$ cat src/sv/rsg_pkg.sv
// Shared constants and types for the RGB Sobel gradient block.
`timescale 1ns / 1ps

package rsg_pkg;

    localparam int MAX_WIDTH  = 1024;
    localparam int MAX_HEIGHT = 4096;

    // Position counters and clamped frame size.
    localparam int COL_W = $clog2(MAX_WIDTH);
    localparam int ROW_W = $clog2(MAX_HEIGHT + 2);
    localparam int EW_W  = $clog2(MAX_WIDTH + 1);
    localparam int EH_W  = $clog2(MAX_HEIGHT + 1);

    // Configuration port.
    localparam int FW_W       = 11;
    localparam int FH_W       = 13;
    localparam int CFG_DATA_W = 13;
    localparam int CFG_IDX_W  = 1;
    localparam logic [CFG_IDX_W-1:0] REG_FRAME_WIDTH  = 1'b0;
    localparam logic [CFG_IDX_W-1:0] REG_FRAME_HEIGHT = 1'b1;
    localparam int FRAME_WIDTH_RST  = 640;
    localparam int FRAME_HEIGHT_RST = 480;

    localparam logic REQ_DRAIN = 1'b1;

    // Datapath widths.
    localparam int LUMA_W = 16;
    localparam int SUM_W  = LUMA_W + 2;
    localparam int GRAD_W = SUM_W + 1;
    localparam int SQ_W   = 2 * SUM_W;
    localparam int RAD_W  = 2 * (SUM_W + 1);
    localparam int MAG_W  = RAD_W / 2;
    localparam int REM_W  = MAG_W + 2;
    localparam int REMX_W = REM_W + 2;
    localparam int SQRT_STAGES = MAG_W;
    localparam int MAG_MAX = 369280;

    // Output buffer.
    localparam int FIFO_DEPTH = 32;
    localparam int FIFO_AW    = $clog2(FIFO_DEPTH);
    localparam int CNT_W      = FIFO_AW + 1;

    typedef struct packed {
        logic              en;
        logic [COL_W-1:0]  addr;
    } line_rd_t;

    typedef struct packed {
        logic              valid;
        logic              emit;
        logic              last;
        logic              left_ok;
        logic              right_ok;
        logic              top_ok;
        logic              bot_ok;
        logic [COL_W-1:0]  col;
        logic [LUMA_W-1:0] luma;
    } pix_ctl_t;

    typedef struct packed {
        logic                     valid;
        logic                     last;
        logic signed [GRAD_W-1:0] sx;
        logic signed [GRAD_W-1:0] sy;
    } grad_t;

    typedef struct packed {
        logic             valid;
        logic             last;
        logic [MAG_W-1:0] mag;
    } mag_t;

endpackage

$ cat src/sv/rsg_fifo.sv
// Output buffer with slot reservation at request acceptance.
`timescale 1ns / 1ps

module rsg_fifo
    import rsg_pkg::*;
(
    input  logic             aclk,
    input  logic             aresetn,
    input  logic             reserve,
    input  mag_t             wr,
    output logic             space,
    output logic             out_valid,
    input  logic             out_ready,
    output logic [MAG_W-1:0] out_mag,
    output logic             out_last
);

    logic [MAG_W:0]       mem [0:FIFO_DEPTH-1];
    logic [FIFO_AW-1:0]   wr_ptr_reg, rd_ptr_reg;
    logic [CNT_W-1:0]     count_reg, occ_reg;
    logic                 pop;

    assign out_valid = count_reg != '0;
    assign pop       = out_valid && out_ready;
    assign {out_last, out_mag} = mem[rd_ptr_reg];
    // slots held by results still in the pipeline count as taken
    assign space     = occ_reg < CNT_W'(FIFO_DEPTH);

    always_ff @(posedge aclk) begin
        if (wr.valid) begin
            mem[wr_ptr_reg] <= {wr.last, wr.mag};
        end
    end

    always_ff @(posedge aclk) begin
        if (!aresetn) begin
            wr_ptr_reg <= '0;
            rd_ptr_reg <= '0;
            count_reg  <= '0;
            occ_reg    <= '0;
        end else begin
            if (wr.valid) begin
                wr_ptr_reg <= wr_ptr_reg + FIFO_AW'(1);
            end
            if (pop) begin
                rd_ptr_reg <= rd_ptr_reg + FIFO_AW'(1);
            end
            count_reg <= count_reg + CNT_W'(wr.valid) - CNT_W'(pop);
            occ_reg   <= occ_reg + CNT_W'(reserve) - CNT_W'(pop);
        end
    end

endmodule

$ cat config.mk
export PLATFORM = sky130hd
export DESIGN_NAME = rsg_fifo
export DESIGN_NICKNAME = d
export VERILOG_FILES = /design/src/sv/rsg_pkg.sv /design/src/sv/rsg_fifo.sv
export SDC_FILE = /design/constraint.sdc
export NUM_CORES = 1
export LEC_CHECK = 0
export ABC_CLOCK_PERIOD_IN_PS = 7690
export BUFFER_PORTS_ARGS = -buffer_cell sky130_fd_sc_hd__clkbuf_2
export CAP_MARGIN = 10
export CORE_ASPECT_RATIO = 1.5
export CORE_MARGIN = 2
export CORE_UTILIZATION = 67
export DETAILED_ROUTE_END_ITERATION = 8
export PLACE_DENSITY = 0.83
export SYNTH_ARGS = -nofsm -noshare
export SYNTH_HDL_FRONTEND = slang
export SYNTH_SLANG_ARGS = --single-unit
$ cat constraint.sdc
create_clock -name aclk -period 7.69 [get_ports aclk]
set_input_delay 1.538 -clock aclk [delete_from_list [all_inputs] [get_ports aclk]]
set_output_delay 1.538 -clock aclk [all_outputs]
set_load 0.01 [all_outputs]
==> metrics.txt <==
CP Max Fanout 146; per-cell routed wire length slightly above 30 um; clock share of power 0.337; Static Leak 8.65 nW; number of synthesized flops with an enable pin 640; synth unique cells 44; Routed WL 59000 um; flops & latches, synth around 670; achievable frequency about 190 MHz; Starting Density 0.675; die width 164 um; Rows 88; Cell Pwr Density between 200 and 300 nW/um^2; CTS Buf Count 55; insertion delay to the later sink of the worst-skew pair 590 ps; switch share 0.240; first-pass GRT wire length around 88000 um; total gr overflow 0; CP top delay family flip-flops; r2r worst-path depth 13; Syn Area/Cell 19.4 sq um; hold bufs inserted after CTS 0; PnR Total Power 0.00763 W; Seq pwr share 0.537; Port Buf Inserts between 40 and 50; ANT nets after route 0; vias in the first global route 13900; WP data required 6150 ps; initial antenna violation count 1; Layout Nets 1449; worst hold path type reg -> reg; Max Root-Sink Buffers 3; Rel. slew slack 0.145; I/O pin count 47; CP max stage delay between 900 and 1000 ps; fin worst setup slack roughly 2400 ps; Max-Cap Viols 0; full die area 40200 sq um; Detailed Route Iter0 Violations 1784; crit-path cells buf_12 -> mux2i_1 -> a22oi_1 -> nand3_1 -> nand4_1 -> clkbuf_2; Seq/Total Area, Yosys 0.764; via count around 13000; Psw 0.00183 W; worst-path cell with the longest stage delay dfxtp_4; Total Routing Usage GR 0.305; Worst Max-Slew Pin Slew roughly 1300 ps; Pins Over Slew Limit 0; Final setup viols 0; Post-synth ARST share 0; die height 245 um; Internal 0.00580 W; Synth Net Count 1378; Synth Instances 1332; CP Class reg -> out; Crit path depth 6; CTS tree built; WP buf/inv 2; drt pass-1 iters 5; H-tree Lvls 2; Synth Cell Area 25900 sq um; Syn. warnings 0; synth top area cells edfxtp_1, mux4_2, mux2i_1, a22oi_1, dfxtp_1; DRC Markers 0; period utilization 0.687; Area Overhead vs Synth 9.72%; combinational power share 0.127; fin util 0.741; pre-CTS setup slack 3110 ps; max reg flops 640; startpoint types flip-flop; top cells by count, synth edfxtp_1, mux2i_1, a22oi_1; Max VDD drop approximately 0.25 mV; layout cells sized above 1 0.191; Critical Path AT 3750 ps; PostCTS Resize Cnt 0; final setup TNS 0 ps; count leader, synth edfxtp_1; vias per cell 6.89; status finished clean; area of the core between 30000 and 40000 sq um; worst hold path depth 2; post-DP HPWL 33400 um; Hold Vio Cnt, Final 0; clock skew 25.0 ps; cell accounting for the most synthesized area edfxtp_1; fin crit period 5290 ps; Top FF cell, synth edfxtp_1; clk root buf clkbuf_16; Setup crit end kind output pin; Worst-path clk slew 60 ps; largest net degree at the start of global routing 147; Clock Sinks 667; top-area cell type share of the netlist area 0.743; # Post-CTS Setup Buffers 0; unrepaired setup endpoints after global routing no; RePlAce Congestion 0.819
==> per-layer routing <==
metal / global-route usage / part of all wire
met1: 0.401 / 0.34
met3: 0.0563 / 0.099
met4: 0.140 / 0.048
met2: 0.502 / 0.51
met5: 0 / 0.00022
==> worst min-delay path, cell delays in order, from the launching register on <==
cell	delay, ps
dfxtp_1	320
nand2_1	60
a21boi_0	80
==> per-stage QoR <==
stage                     hold slack, ps  area (sq um)  instances
after floorplan                      476         25900       1332
after global routing                 546         28400       1937
after global placement               492         26800       1840
after detailed placement             504         26800       1840
final                                513         28400       1938
after CTS                            513         28400       1936
==> cell families (layout without fill, tap and decap cells) <==
group / count (synthesis) / count (layout) / share of synthesized area
flip-flops: 667 / 667 / 0.764
AO/OA/AOI/OAI: 138 / 138 / 0.0395
XOR/XNOR: 14 / 14 / 0.00474
buffers and inverters: 93 / 203 / 0.0179
other: 0 / 1 / 0
multiplexers: 241 / 241 / 0.132
adder cells (fa/ha/maj): 21 / 21 / 0.0107
AND/OR/NAND/NOR: 158 / 158 / 0.0317
==> worst paths after layout <==
kind / slack [ps] / start / to
min reg2reg: 510 / rd_ptr_reg[1]$_SDFFE_PN0N_ / flip-flop
max: 2400 / flip-flop / out_mag[17]
min: 510 / rd_ptr_reg[1]$_SDFFE_PN0N_ / flip-flop
max reg2reg: 4970 / count_reg[3]$_SDFF_PN0_ / occ_reg[4]$_SDFF_PN0_
==> layout make-up <==
cell class              count  area, sq um
diodes                      1         2.50
clock buffers              71         1440
clock inverters            25          168
fillers                  2060         9920
inverters                  20         75.1
multi-input cells         572         5770
flip-flops and latches    667        19800
well taps                 495          619
repair buffers             87          558
==> power by group through the flow <==
stage	clock (W)	sequential, W	combinational [W]
finish	0.00257	0.00410	0.000968
global route	0.00271	0.00411	0.00105
CTS	0.00258	0.00410	0.000968
detailed placement	0	0.00418	0.000957
global placement	0	0.00417	0.000918
floorplan	0	0.00413	0.000648
==> layout by cell type (no fill, tap or decap), types with 2 or more instances in the layout <==
cell type / n
edfxtp_1: 640
inv_6: 2
ha_1: 19
nand2_1: 12
buf_4: 39
nor2_1: 5
nand3b_1: 2
nor2_2: 31
fa_1: 2
a21oi_1: 5
clkbuf_2: 46
clkinv_2: 6
mux2i_1: 161
a31oi_1: 2
dfxtp_4: 2
a21o_1: 3
clkbuf_1: 16
xor2_1: 5
nand3_1: 47
mux4_2: 80
a22oi_1: 120
xnor2_1: 9
nor2_4: 3
bufinv_16: 2
o21a_1: 2
or3b_2: 2
clkinv_1: 14
and3_1: 2
nand4_1: 23
clkbuf_16: 55
and2_1: 19
inv_1: 20
dfxtp_1: 25
No activity file was read; power rests on OpenSTA's default activity.
