--- config.mk ---
export PLATFORM = sky130hd
export DESIGN_NAME = rsg_sqrt
export DESIGN_NICKNAME = d
export VERILOG_FILES = /design/src/sv/rsg_pkg.sv /design/src/sv/rsg_sqrt.sv
export SDC_FILE = /design/constraint.sdc
export NUM_CORES = 2
export LEC_CHECK = 0
export BUFFER_PORTS_ARGS = -buffer_cell sky130_fd_sc_hd__buf_2
export CORE_UTILIZATION = 30
export DETAILED_ROUTE_END_ITERATION = 6
export PLACE_DENSITY_LB_ADDON = 0.08
export SLEW_MARGIN = 5
export SYNTH_ARGS = -nofsm -noshare
export SYNTH_HDL_FRONTEND = slang
export SYNTH_SLANG_ARGS = --single-unit
--- constraint.sdc ---
create_clock -name aclk -period 10 [get_ports aclk]
set_input_delay 0.5 -clock aclk [delete_from_list [all_inputs] [get_ports aclk]]
set_output_delay 0.5 -clock aclk [all_outputs]
set_load 0.05 [all_outputs]
--- src/sv/rsg_pkg.sv ---
// Shared constants and types for the RGB Sobel gradient block.
`timescale 1ns / 1ps

package rsg_pkg;

    localparam int MAX_WIDTH  = 1024;
    localparam int MAX_HEIGHT = 4096;

    // Position counters and clamped frame size.
    localparam int COL_W = $clog2(MAX_WIDTH);
    localparam int ROW_W = $clog2(MAX_HEIGHT + 2);
    localparam int EW_W  = $clog2(MAX_WIDTH + 1);
    localparam int EH_W  = $clog2(MAX_HEIGHT + 1);

    // Configuration port.
    localparam int FW_W       = 11;
    localparam int FH_W       = 13;
    localparam int CFG_DATA_W = 13;
    localparam int CFG_IDX_W  = 1;
    localparam logic [CFG_IDX_W-1:0] REG_FRAME_WIDTH  = 1'b0;
    localparam logic [CFG_IDX_W-1:0] REG_FRAME_HEIGHT = 1'b1;
    localparam int FRAME_WIDTH_RST  = 640;
    localparam int FRAME_HEIGHT_RST = 480;

    localparam logic REQ_DRAIN = 1'b1;

    // Datapath widths.
    localparam int LUMA_W = 16;
    localparam int SUM_W  = LUMA_W + 2;
    localparam int GRAD_W = SUM_W + 1;
    localparam int SQ_W   = 2 * SUM_W;
    localparam int RAD_W  = 2 * (SUM_W + 1);
    localparam int MAG_W  = RAD_W / 2;
    localparam int REM_W  = MAG_W + 2;
    localparam int REMX_W = REM_W + 2;
    localparam int SQRT_STAGES = MAG_W;
    localparam int MAG_MAX = 369280;

    // Output buffer.
    localparam int FIFO_DEPTH = 32;
    localparam int FIFO_AW    = $clog2(FIFO_DEPTH);
    localparam int CNT_W      = FIFO_AW + 1;

    typedef struct packed {
        logic              en;
        logic [COL_W-1:0]  addr;
    } line_rd_t;

    typedef struct packed {
        logic              valid;
        logic              emit;
        logic              last;
        logic              left_ok;
        logic              right_ok;
        logic              top_ok;
        logic              bot_ok;
        logic [COL_W-1:0]  col;
        logic [LUMA_W-1:0] luma;
    } pix_ctl_t;

    typedef struct packed {
        logic                     valid;
        logic                     last;
        logic signed [GRAD_W-1:0] sx;
        logic signed [GRAD_W-1:0] sy;
    } grad_t;

    typedef struct packed {
        logic             valid;
        logic             last;
        logic [MAG_W-1:0] mag;
    } mag_t;

endpackage

--- src/sv/rsg_sqrt.sv ---
// Squares, energy sum and pipelined floor square root.
`timescale 1ns / 1ps

module rsg_sqrt
    import rsg_pkg::*;
(
    input  logic  aclk,
    input  logic  aresetn,
    input  grad_t grad,
    output mag_t  mag
);

    logic [SUM_W-1:0]  ax, ay;
    logic [SQ_W-1:0]   sq_x, sq_y;
    logic [SQ_W-1:0]   sqx_reg, sqy_reg;
    logic              sq_vld_reg, sq_last_reg;
    logic [RAD_W-1:0]  rad_reg  [0:SQRT_STAGES];
    logic [REM_W-1:0]  rem_reg  [0:SQRT_STAGES];
    logic [MAG_W-1:0]  root_reg [0:SQRT_STAGES];
    logic              vld_reg  [0:SQRT_STAGES];
    logic              lst_reg  [0:SQRT_STAGES];

    always_comb begin
        ax   = grad.sx[GRAD_W-1] ? SUM_W'(-grad.sx) : SUM_W'(grad.sx);
        ay   = grad.sy[GRAD_W-1] ? SUM_W'(-grad.sy) : SUM_W'(grad.sy);
        sq_x = SQ_W'(ax) * SQ_W'(ax);
        sq_y = SQ_W'(ay) * SQ_W'(ay);
    end

    always_ff @(posedge aclk) begin
        sqx_reg      <= sq_x;
        sqy_reg      <= sq_y;
        sq_last_reg  <= grad.last;
        rad_reg[0]   <= RAD_W'(sqx_reg) + RAD_W'(sqy_reg);
        rem_reg[0]   <= '0;
        root_reg[0]  <= '0;
        lst_reg[0]   <= sq_last_reg;
    end

    always_ff @(posedge aclk) begin
        if (!aresetn) begin
            sq_vld_reg <= 1'b0;
            vld_reg[0] <= 1'b0;
        end else begin
            sq_vld_reg <= grad.valid;
            vld_reg[0] <= sq_vld_reg;
        end
    end

    // one result bit per stage, most significant first
    for (genvar k = 0; k < SQRT_STAGES; k++) begin : g_stage
        logic [REMX_W-1:0] rem_sh;
        logic [REMX_W-1:0] trial;
        logic              fits;

        assign rem_sh = {rem_reg[k], rad_reg[k][RAD_W-1 -: 2]};
        assign trial  = REMX_W'({root_reg[k], 2'b01});
        assign fits   = rem_sh >= trial;

        always_ff @(posedge aclk) begin
            rad_reg[k+1]  <= rad_reg[k] << 2;
            rem_reg[k+1]  <= fits ? REM_W'(rem_sh - trial) : REM_W'(rem_sh);
            root_reg[k+1] <= {root_reg[k][MAG_W-2:0], fits};
            lst_reg[k+1]  <= lst_reg[k];
        end

        always_ff @(posedge aclk) begin
            if (!aresetn) begin
                vld_reg[k+1] <= 1'b0;
            end else begin
                vld_reg[k+1] <= vld_reg[k];
            end
        end
    end

    assign mag.valid = vld_reg[SQRT_STAGES];
    assign mag.last  = lst_reg[SQRT_STAGES];
    assign mag.mag   = root_reg[SQRT_STAGES];

endmodule

==> impl_results.md <==
- WHS Path Cells: 1
- Average cell area after synthesis: 9.85 um2
- Register Area: 20600 um2
- CP max stage delay: 550 ps
- Final WL: 127000 um
- Clock Pin Slew Worst Setup and Hold Paths: 70 ps
- GRT Total Usage: 14.2%
- Initial Util: 30.2%
- CTS Root Cell: clkbuf_16
- Min-Delay Endpoint: sqy_reg[0]$_DFF_P_
- Count of cell types in the netlist: 79
- Share of cells above drive strength 1: 6.64%
- Sequential area share after synthesis: 38.1%
- CTS tree: built
- Number of port buffers: 62
- Worst slew margin: 32.0%
- Layout fillers: 18300
- RSZ-0062 raised after global routing: false
- Worst R2R Setup Slack: 6400 ps
- Asr flop ratio synth: 0%
- Post-route DRC: 0
- Final WS setup: 1540 ps
- Yosys reg bits: 1027
- Pin count of the biggest net entering global routing: 36
- Reg-to-Reg Start: root_reg[3][38]$_DFF_P_
- Placer's final routability congestion estimate: 0.807
- Clock Sinks: 1027
- Crit path max fanout: 15
- Worst r2r path cells: 13
- Pins Over Slew Limit: 0
- Critical Path RT: 10670 ps
- Worst hold slack: 146 ps
- Most used flip-flop cell after synthesis: dfxtp_1
- Fin crit share: 84.6%
- Initial antenna violation count: 2
- Die width: 426 um
- HP Start: grad[0]
- Worst Path Buf+Inv: 6
- Dpl ws: 719 ps
- Htree depth: 3
- Via count: 35200
- Grt total ovfl: 0
- Area occupied by multi-input gates: 29700 um2
- Number of vias per cell: 4.36
- Worst min path class: primary input to flip-flop
- Status: finished clean
- Number of global-route vias before repair: 37200
- Ranking of synthesized cells by area: dfxtp_1, fa_1, ha_1, inv_1, xnor2_1
- Setup violators final: 0
- Slowest-stage cell, CP: or4_1
- Skew final: 69.6 ps
- Synthesized area: 54000 um2
- Layout area overhead: 13.9%
- TritonCTS Buffers: 112
- Dominant cell type by area after synthesis: dfxtp_1
- ANT nets after route: 0
- Chip height: 426 um
- CP top delay family: adder cells
- CP dominant cell by count: fa_1
- Drt first pass iters: 5
- Clock Latency Late Sink: 740 ps
- Initial drt markers: 1300
- Final hold violation count: 0
- Core Footprint: 179000 um2
- Post-DP HPWL: 103000 um
- Final setup TNS: 0 ps
- Post-CTS sizing: 0
- Fmax: 118 MHz
- Worst-Margin Slew: 1020 ps
- Rows: 155
- Post-synth EDFFs: 0
- CTS Hold Buffers Added: 2
- First-pass GRT wire length: 203000 um
- # Post-CTS Setup Buffers: 0
- Routed len/inst: 15.7 um
- Syn Nets: 6420
- Max_cap viols: 0
- Yosys top cell area share: 38.1%
- Cells after DPL: 7873
- Min cycle time layout: 8460 ps
- I/O pin cnt: 63
- Crit start category: primary input
- Ys Warns: 0
- Max reg flops: 379
- Synthesized instance count: 5479
- WS Path Type: primary input to flip-flop
- # nets final: 6575
- Die area: 182000 um2
- Final Non-Filler Cells: 8083
- Worst EP arrival: 9130 ps
- Crit. End Element: flip-flop
- Clock Path Buffers: 3
- RR Endpoint: rem_reg[15][18]$_DFF_P_
==> metal layers <==
metal,vias to the layer above,track usage (%),routed length [um]
met5,-,0,0
met4,0,4.25,3170
met3,165,1.99,3690
met2,404,25.8,64000
met1,16700,17.2,55900
li1,18000,-,-
==> cell usage in the layout, fill, tap and decap left out, drive strengths merged, types with 10 or more instances in the layout <==
cell    Yosys  final
a211oi     17     17
a21boi     24     24
a21o      124    124
a21oi     222    222
a31oi      13     13
and2       37     37
and3       25     25
and4       12     12
buf        11    126
bufinv      0     13
clkbuf     76    158
clkinv     12     38
dfxtp    1027   1027
fa        438    438
ha        461    461
inv       901    906
mux2       26     26
mux2i      11     11
nand2     406    406
nand2b     62     62
nand3      58     58
nand4      29     29
nor2      406    406
nor2b      52     52
nor3       67     67
nor4       47     47
o211ai     10     10
o21a       61     61
o21ai     219    219
o21bai     24     24
o31a       12     12
o31ai      32     32
o41ai      11     11
or2        16     16
or3        31     31
or4        21     21
xnor2     214    214
xor2      173    173
==> how the worst max path moves through the flow <==
stage	startpoint	endpoint	slack (ps)	cells past startpoint
global route	grad[24]	sqx_reg[35]$_DFF_P_	1130	30
CTS	grad[24]	sqx_reg[33]$_DFF_P_	1560	29
global placement	grad[24]	sqx_reg[33]$_DFF_P_	780	29
floorplan	grad[24]	sqx_reg[33]$_DFF_P_	1430	28
detailed placement	grad[24]	sqx_reg[33]$_DFF_P_	720	29
finish	grad[24]	sqx_reg[33]$_DFF_P_	1540	29
==> stage by stage <==
step	util [%]	instance area [um2]
after floorplan	-	54000
after global placement	32.1	57400
after detailed placement	32.1	57400
after CTS	34.4	61500
after global routing	34.4	61500
final	34.4	61500
==> Yosys cell counts (52+ instances only) <==
cell	count
clkbuf_1	76
o21ai_0	217
xnor2_1	212
a21o_1	124
a21oi_1	222
o21a_1	61
fa_1	438
ha_1	461
nand2_1	406
inv_1	899
nor2_1	406
nand3_1	58
xor2_1	173
dfxtp_1	1027
nor3_1	67
nor2b_1	52
nand2b_1	62
==> logic make-up after synthesis <==
group	count (synthesis)	synth area share (%)
flops	1027	38.1
fa+ha+maj	899	26.9
buf+inv	1000	6.97
other cells	1	0.00695
compound gates	831	9.75
xor+xnor	387	6.31
simple gates	1297	11.2
mux	37	0.746
==> layout make-up <==
cell class	instances	area share (%)
inverters	913	5.57
repair buffers	128	1.32
diodes	2	0.00814
clock inverters	48	1.22
flip-flops and latches	1027	33.4
well taps	2355	4.79
multi-input cells	3452	48.3
clock buffers	158	5.39
==> worst reg2reg max path, delay by kind of cell (launching register included) <==
family / cells / cell delay (ps)
AO/OA/AOI/OAI: 7 / 1560
AND/OR/NAND/NOR: 2 / 830
flip-flops: 1 / 340
adder cells (fa/ha/maj): 1 / 340
buffers and inverters: 2 / 280
XOR/XNOR: 1 / 180
Power is left out: the tool's default activity adds up to more than one toggle a clock period on the data nets, which glitch-free logic cannot reach.
