$ cat src/sv/rsg_pkg.sv
// Shared constants and types for the RGB Sobel gradient block.
`timescale 1ns / 1ps

package rsg_pkg;

    localparam int MAX_WIDTH  = 1024;
    localparam int MAX_HEIGHT = 4096;

    // Position counters and clamped frame size.
    localparam int COL_W = $clog2(MAX_WIDTH);
    localparam int ROW_W = $clog2(MAX_HEIGHT + 2);
    localparam int EW_W  = $clog2(MAX_WIDTH + 1);
    localparam int EH_W  = $clog2(MAX_HEIGHT + 1);

    // Configuration port.
    localparam int FW_W       = 11;
    localparam int FH_W       = 13;
    localparam int CFG_DATA_W = 13;
    localparam int CFG_IDX_W  = 1;
    localparam logic [CFG_IDX_W-1:0] REG_FRAME_WIDTH  = 1'b0;
    localparam logic [CFG_IDX_W-1:0] REG_FRAME_HEIGHT = 1'b1;
    localparam int FRAME_WIDTH_RST  = 640;
    localparam int FRAME_HEIGHT_RST = 480;

    localparam logic REQ_DRAIN = 1'b1;

    // Datapath widths.
    localparam int LUMA_W = 16;
    localparam int SUM_W  = LUMA_W + 2;
    localparam int GRAD_W = SUM_W + 1;
    localparam int SQ_W   = 2 * SUM_W;
    localparam int RAD_W  = 2 * (SUM_W + 1);
    localparam int MAG_W  = RAD_W / 2;
    localparam int REM_W  = MAG_W + 2;
    localparam int REMX_W = REM_W + 2;
    localparam int SQRT_STAGES = MAG_W;
    localparam int MAG_MAX = 369280;

    // Output buffer.
    localparam int FIFO_DEPTH = 32;
    localparam int FIFO_AW    = $clog2(FIFO_DEPTH);
    localparam int CNT_W      = FIFO_AW + 1;

    typedef struct packed {
        logic              en;
        logic [COL_W-1:0]  addr;
    } line_rd_t;

    typedef struct packed {
        logic              valid;
        logic              emit;
        logic              last;
        logic              left_ok;
        logic              right_ok;
        logic              top_ok;
        logic              bot_ok;
        logic [COL_W-1:0]  col;
        logic [LUMA_W-1:0] luma;
    } pix_ctl_t;

    typedef struct packed {
        logic                     valid;
        logic                     last;
        logic signed [GRAD_W-1:0] sx;
        logic signed [GRAD_W-1:0] sy;
    } grad_t;

    typedef struct packed {
        logic             valid;
        logic             last;
        logic [MAG_W-1:0] mag;
    } mag_t;

endpackage

$ cat src/sv/rsg_ctrl.sv
// Frame position tracking, configuration registers and luma conversion.
`timescale 1ns / 1ps

module rsg_ctrl
    import rsg_pkg::*;
(
    input  logic                  aclk,
    input  logic                  aresetn,
    input  logic                  cfg_wr_en,
    input  logic [CFG_IDX_W-1:0]  cfg_index,
    input  logic [CFG_DATA_W-1:0] cfg_wdata,
    input  logic                  s_valid,
    input  logic                  s_ready,
    input  logic                  s_req_type,
    input  logic [7:0]            s_red,
    input  logic [7:0]            s_green,
    input  logic [7:0]            s_blue,
    output line_rd_t              line_rd,
    output pix_ctl_t              pix,
    output logic                  reserve
);

    localparam logic [7:0] K_RED   = 8'd54;
    localparam logic [7:0] K_GREEN = 8'd183;
    localparam logic [7:0] K_BLUE  = 8'd19;

    function automatic logic [EW_W-1:0] clamp_width(input logic [FW_W-1:0] v);
        if (v == '0) begin
            clamp_width = EW_W'(1);
        end else if (32'(v) > MAX_WIDTH) begin
            clamp_width = EW_W'(MAX_WIDTH);
        end else begin
            clamp_width = EW_W'(v);
        end
    endfunction

    function automatic logic [EH_W-1:0] clamp_height(input logic [FH_W-1:0] v);
        if (v == '0) begin
            clamp_height = EH_W'(1);
        end else if (32'(v) > MAX_HEIGHT) begin
            clamp_height = EH_W'(MAX_HEIGHT);
        end else begin
            clamp_height = EH_W'(v);
        end
    endfunction

    function automatic logic [LUMA_W-1:0] luma_of(input logic [7:0] r, input logic [7:0] g,
                                                  input logic [7:0] b);
        luma_of = LUMA_W'(LUMA_W'(r) * LUMA_W'(K_RED) + LUMA_W'(g) * LUMA_W'(K_GREEN)
                          + LUMA_W'(b) * LUMA_W'(K_BLUE));
    endfunction

    logic [EW_W-1:0]  eff_w_reg;
    logic [EH_W-1:0]  eff_h_reg;
    logic [COL_W-1:0] col_reg, col_next;
    logic [ROW_W-1:0] row_reg, row_next;
    pix_ctl_t         pix_reg, pix_next;
    logic [ROW_W-1:0] h_ext;
    logic             accept, done, act, first_col, main_case, wrap;

    always_comb begin
        h_ext     = ROW_W'(eff_h_reg);
        accept    = s_valid && s_ready;
        done      = row_reg >= h_ext;
        // drop a drain request while pixels of the frame are still due
        act       = accept && (done || (s_req_type != REQ_DRAIN));
        first_col = (col_reg == '0) && (row_reg >= ROW_W'(2));
        main_case = (col_reg != '0) && (row_reg != '0);
        wrap      = (EW_W'(col_reg) + EW_W'(1)) >= eff_w_reg;

        pix_next          = '0;
        pix_next.valid    = act;
        pix_next.emit     = first_col || main_case;
        pix_next.col      = col_reg;
        pix_next.luma     = done ? '0 : luma_of(s_red, s_green, s_blue);
        pix_next.right_ok = main_case;
        if (main_case) begin
            pix_next.left_ok = col_reg >= COL_W'(2);
            pix_next.top_ok  = row_reg >= ROW_W'(2);
            pix_next.bot_ok  = row_reg < h_ext;
            pix_next.last    = 1'b0;
        end else begin
            // column zero: the centre is the last pixel of the row two up
            pix_next.left_ok = eff_w_reg > EW_W'(1);
            pix_next.top_ok  = row_reg >= ROW_W'(3);
            pix_next.bot_ok  = row_reg <= h_ext;
            pix_next.last    = first_col && (row_reg == h_ext + ROW_W'(1));
        end

        col_next = col_reg;
        row_next = row_reg;
        if (act) begin
            if (pix_next.last) begin
                col_next = '0;
                row_next = '0;
            end else if (wrap) begin
                col_next = '0;
                row_next = row_reg + ROW_W'(1);
            end else begin
                col_next = col_reg + COL_W'(1);
            end
        end
    end

    always_ff @(posedge aclk) begin
        if (!aresetn) begin
            eff_w_reg <= clamp_width(FW_W'(FRAME_WIDTH_RST));
            eff_h_reg <= clamp_height(FH_W'(FRAME_HEIGHT_RST));
            col_reg   <= '0;
            row_reg   <= '0;
            pix_reg   <= '0;
        end else begin
            pix_reg <= pix_next;
            if (cfg_wr_en) begin
                case (cfg_index)
                    REG_FRAME_WIDTH: begin
                        eff_w_reg <= clamp_width(cfg_wdata[FW_W-1:0]);
                    end
                    REG_FRAME_HEIGHT: begin
                        eff_h_reg <= clamp_height(cfg_wdata[FH_W-1:0]);
                    end
                    default: begin
                    end
                endcase
                col_reg <= '0;
                row_reg <= '0;
            end else begin
                col_reg <= col_next;
                row_reg <= row_next;
            end
        end
    end

    assign line_rd.en   = act;
    assign line_rd.addr = col_reg;
    assign pix          = pix_reg;
    assign reserve      = act && pix_next.emit;

endmodule

$ cat config.mk
export PLATFORM = sky130hd
export DESIGN_NAME = rsg_ctrl
export DESIGN_NICKNAME = d
export VERILOG_FILES = /design/src/sv/rsg_pkg.sv /design/src/sv/rsg_ctrl.sv
export SDC_FILE = /design/constraint.sdc
export NUM_CORES = 1
export LEC_CHECK = 0
export BUFFER_PORTS_ARGS = -buffer_cell sky130_fd_sc_hd__buf_4
export CAP_MARGIN = 10
export CORE_MARGIN = 2
export CORE_UTILIZATION = 50
export CTS_BUF_LIST = sky130_fd_sc_hd__clkbuf_8
export CTS_CLUSTER_SIZE = 20
export DETAILED_ROUTE_END_ITERATION = 6
export PLACE_DENSITY = 0.83
export SYNTH_ARGS = -nofsm -noshare
export SYNTH_HDL_FRONTEND = slang
export SYNTH_SLANG_ARGS = --single-unit
$ cat constraint.sdc
create_clock -name aclk -period 4.97 [get_ports aclk]
set_clock_uncertainty 0.2 [all_clocks]
set_input_delay 0.497 -clock aclk [delete_from_list [all_inputs] [get_ports aclk]]
set_output_delay 0.497 -clock aclk [all_outputs]
set_load 0.02 [all_outputs]
==> flow_summary.yaml <==
outcome:
  outcome: "complete, but fails checks"
  violations: "negative setup slack"
yosys:
  synth_compound_area_share_pct: 11.55
  syn_area_per_cell_sq_um: 8.590
  synth_top_cell_by_area: "dfxtp_1"
  synth_ff_type: "dfxtp_1"
  synthAdderAreaFrac_pct: 34.11
  yosys_warnings: 0
  synth_xor_area_share_pct: 4.974
  synth-edff-count: 0
  synth_area_sq_um: 8100
  ys_seq_elements: 80
  synth_top_family_by_area: "adder cells"
  synthArstFlopShare_pct: 0
  muxShareOfSynthArea_pct: 0.3862
  yosysUniqueCellTypes: 71
  ys_top_cells_by_area: "dfxtp_1, ha_1, fa_1, inv_1, nor2_1"
  syn_inst: 943
  syn_nets: 1169
  ys_seq_area_share_pct: 19.77
  netlist.area_leader.share_pct: 19.77
  synth-simple-area-share_pct: 19.06
critical_path:
  worst-r2r-cell-count: 13
  worstSetupEndpointType: "flop"
  cp-start-kind: "input pin"
  worstPathMaxFanout: 3
  crit_top_cell: "fa_1"
  max_stage_delay_ns: 0.56
  critPathArrivalTime_ns: 5.15
  rrSetupSlack_ns: 0.57
  slowest_stage: "fa_1"
  crit_chain: "buf_4 > fa_1 > fa_1 > inv_1 > fa_1 > inv_1 > fa_2 > fa_1 > inv_1 > fa_1 > inv_2 > ha_4 > o21a_1 > o21a_1 > o2111a_1 > nand3_4 > a31oi_4 > xnor2_1 > nor2_1"
  reg2reg_from: "col_reg[0]$_SDFFE_PP0P_"
  crit_required_ns: 5.01
  reg2reg_to: "col_reg[0]$_SDFFE_PP0P_"
  critPathKind: "in2reg"
cts:
  root_buffer: "clkbuf_8"
  path_clk_slew_ns: 0.09
  htree_levels: 3
  numCtsBuffers: 9
  clk_latency_ns: 0.38
  tritoncts: "built"
  cts_buffer_depth: 2
  hold_buffers: 0
  clock_sinks: 80
grt:
  grt_pass1_wl_um: 34270
  track_usage_pct: 24.33
  grt_pass1_vias: 7196
  grt_max_degree: 33
  antenna_found_initial: 0
  grt_overflow: 0
power:
  peakVddDrop_v: 0.001463
  power.total_w: 0.006739
  p_leak_nw: 4.736
  power_density_nw_per_um2: 688.3
cells_and_area:
  final_layout_size_suffix_gt1_share_pct: 20.47
  final_area_sq_um: 9791
  fin_util_pct: 61.63
  largest_register_ffs: 33
  antenna_cells: 0
  area_growth_pct: 20.87
  layout.nets: 1286
floorplan:
  core_area_sq_um: 15890
  ioPinCount: 89
  dieHeight_um: 131.3
  dieArea_sq_um: 17230
  die_w_um: 131.3
  start_util_pct: 50.99
  rows: 46
drt:
  drt_iter0_markers: 624
  drc_errors: 0
  wire_per_inst_um: 16.78
  vias: 7262
  routed_wl_um: 21500
  viasPerCell: 5.669
  ant_nets: 0
  firstDrtPassIters: 5
job:
  cap_violations: 0
placed_design:
  port_buffers: 88
  gp_routability_congestion: 0.9258
  placed_area_sq_um: 9373
  pre_cts_ws_ns: -0.5172
  hpwl_um: 16360
min_path:
  hold_start: "cfg_index"
  holdPathStages: 2
  whs_endpoint: "eff_h_reg[0]$_SDFFE_PN0P_"
  min_path_type: "in2reg"
timing:
  maxSlewViolCount: 0
  hold_viol: 0
  max_slew_margin_pct: 44.79
  setup_tns_ns: -0.4235
  period_share_pct: 102.7
  finalCriticalPeriod_ns: 5.103
  max_freq_ghz: 0.1960
  fin_ws_ns: -0.1327
  rsz0062_at_grt: "yes"
  worst_pin_slew_ns: 0.8261
  setup_violations: 6
## cell usage after synthesis (all sizes together), types with 22 or more instances
library cell	instances
buf	22
xor2	29
nor2	70
a21oi	33
clkbuf	25
fa	62
dfxtp	80
nand3	42
nand4	31
nand2	42
ha	120
inv	157
nor3	23
## cell families after synthesis
family,Yosys count
AND/OR/NAND/NOR,293
buffers and inverters,204
adder cells (fa/ha/maj),184
AO/OA/AOI/OAI,133
flip-flops,80
XOR/XNOR,46
multiplexers,3
## critical path: cells and delay by family
family          cells  cell delay (ns)
fa+ha+maj           7             3.21
compound gates      4             0.76
buf+inv             5             0.35
simple gates        2             0.17
xor+xnor            1             0.16
## power by group
group	switching (W)	internal (W)	leakage, nW
clock network	0.000279	0.000289	0.112
registers	0.0000324	0.000729	0.653
logic	0.00291	0.00250	3.97
total	0.00322	0.00352	4.74
## cells in the final DEF (no fill, tap or decap), drive strengths merged, types with 31 or more instances in the layout
| cell type | Yosys | routed |
|---|---|---|
| nand2 | 42 | 42 |
| nand4 | 31 | 31 |
| inv | 157 | 160 |
| dfxtp | 80 | 80 |
| nand3 | 42 | 42 |
| buf | 22 | 153 |
| nor2 | 70 | 70 |
| fa | 62 | 62 |
| ha | 120 | 120 |
| a21oi | 33 | 33 |
## stage by stage
stage	hold WS [ns]	instances
final	0.1598	1281
after global routing	0.1558	1281
after CTS	0.1411	1280
after detailed placement	0.2589	1264
after global placement	0.2461	1264
after floorplan	0.2363	943
## what timing repair did
item,CTS,global route
setup buffers,0,1
pin swaps,6,19
gates resized for setup,13,25
setup endpoints to repair,5,9
## cell type report
cell class | instances | area, sq um
well taps | 216 | 270.3
inverters | 157 | 589.3
repair buffers | 153 | 1185
multi-input cells | 659 | 5919
clock inverters | 7 | 101.3
clock buffers | 9 | 123.9
flip-flops and latches | 80 | 1602
fillers | 1296 | 6095
## routing by layer
layer | up-vias | wire length, um | global-route usage, %
met4 | 0 | 758 | 9.903
li1 | 3437 | - | -
met5 | - | 0 | 0
met1 | 3509 | 8795 | 30.87
met2 | 249 | 10730 | 41.61
met3 | 67 | 1208 | 3.627
## how the worst max path moves through the flow
| stage | start | end | slack (ns) | cells past startpoint |
|---|---|---|---|---|
| final | s_blue[2] | pix[15]$_SDFF_PP0_ | -0.13 | 19 |
| after global routing | s_green[6] | pix[15]$_SDFF_PP0_ | -0.25 | 19 |
| after CTS | s_green[6] | pix[15]$_SDFF_PP0_ | -0.04 | 19 |
| after detailed placement | s_green[6] | pix[11]$_SDFF_PP0_ | -0.52 | 17 |
| after global placement | s_green[6] | pix[15]$_SDFF_PP0_ | -0.44 | 18 |
| after floorplan | s_green[6] | pix[11]$_SDFF_PP0_ | -0.20 | 16 |
Note: power is estimated with default switching activity, not from simulation.
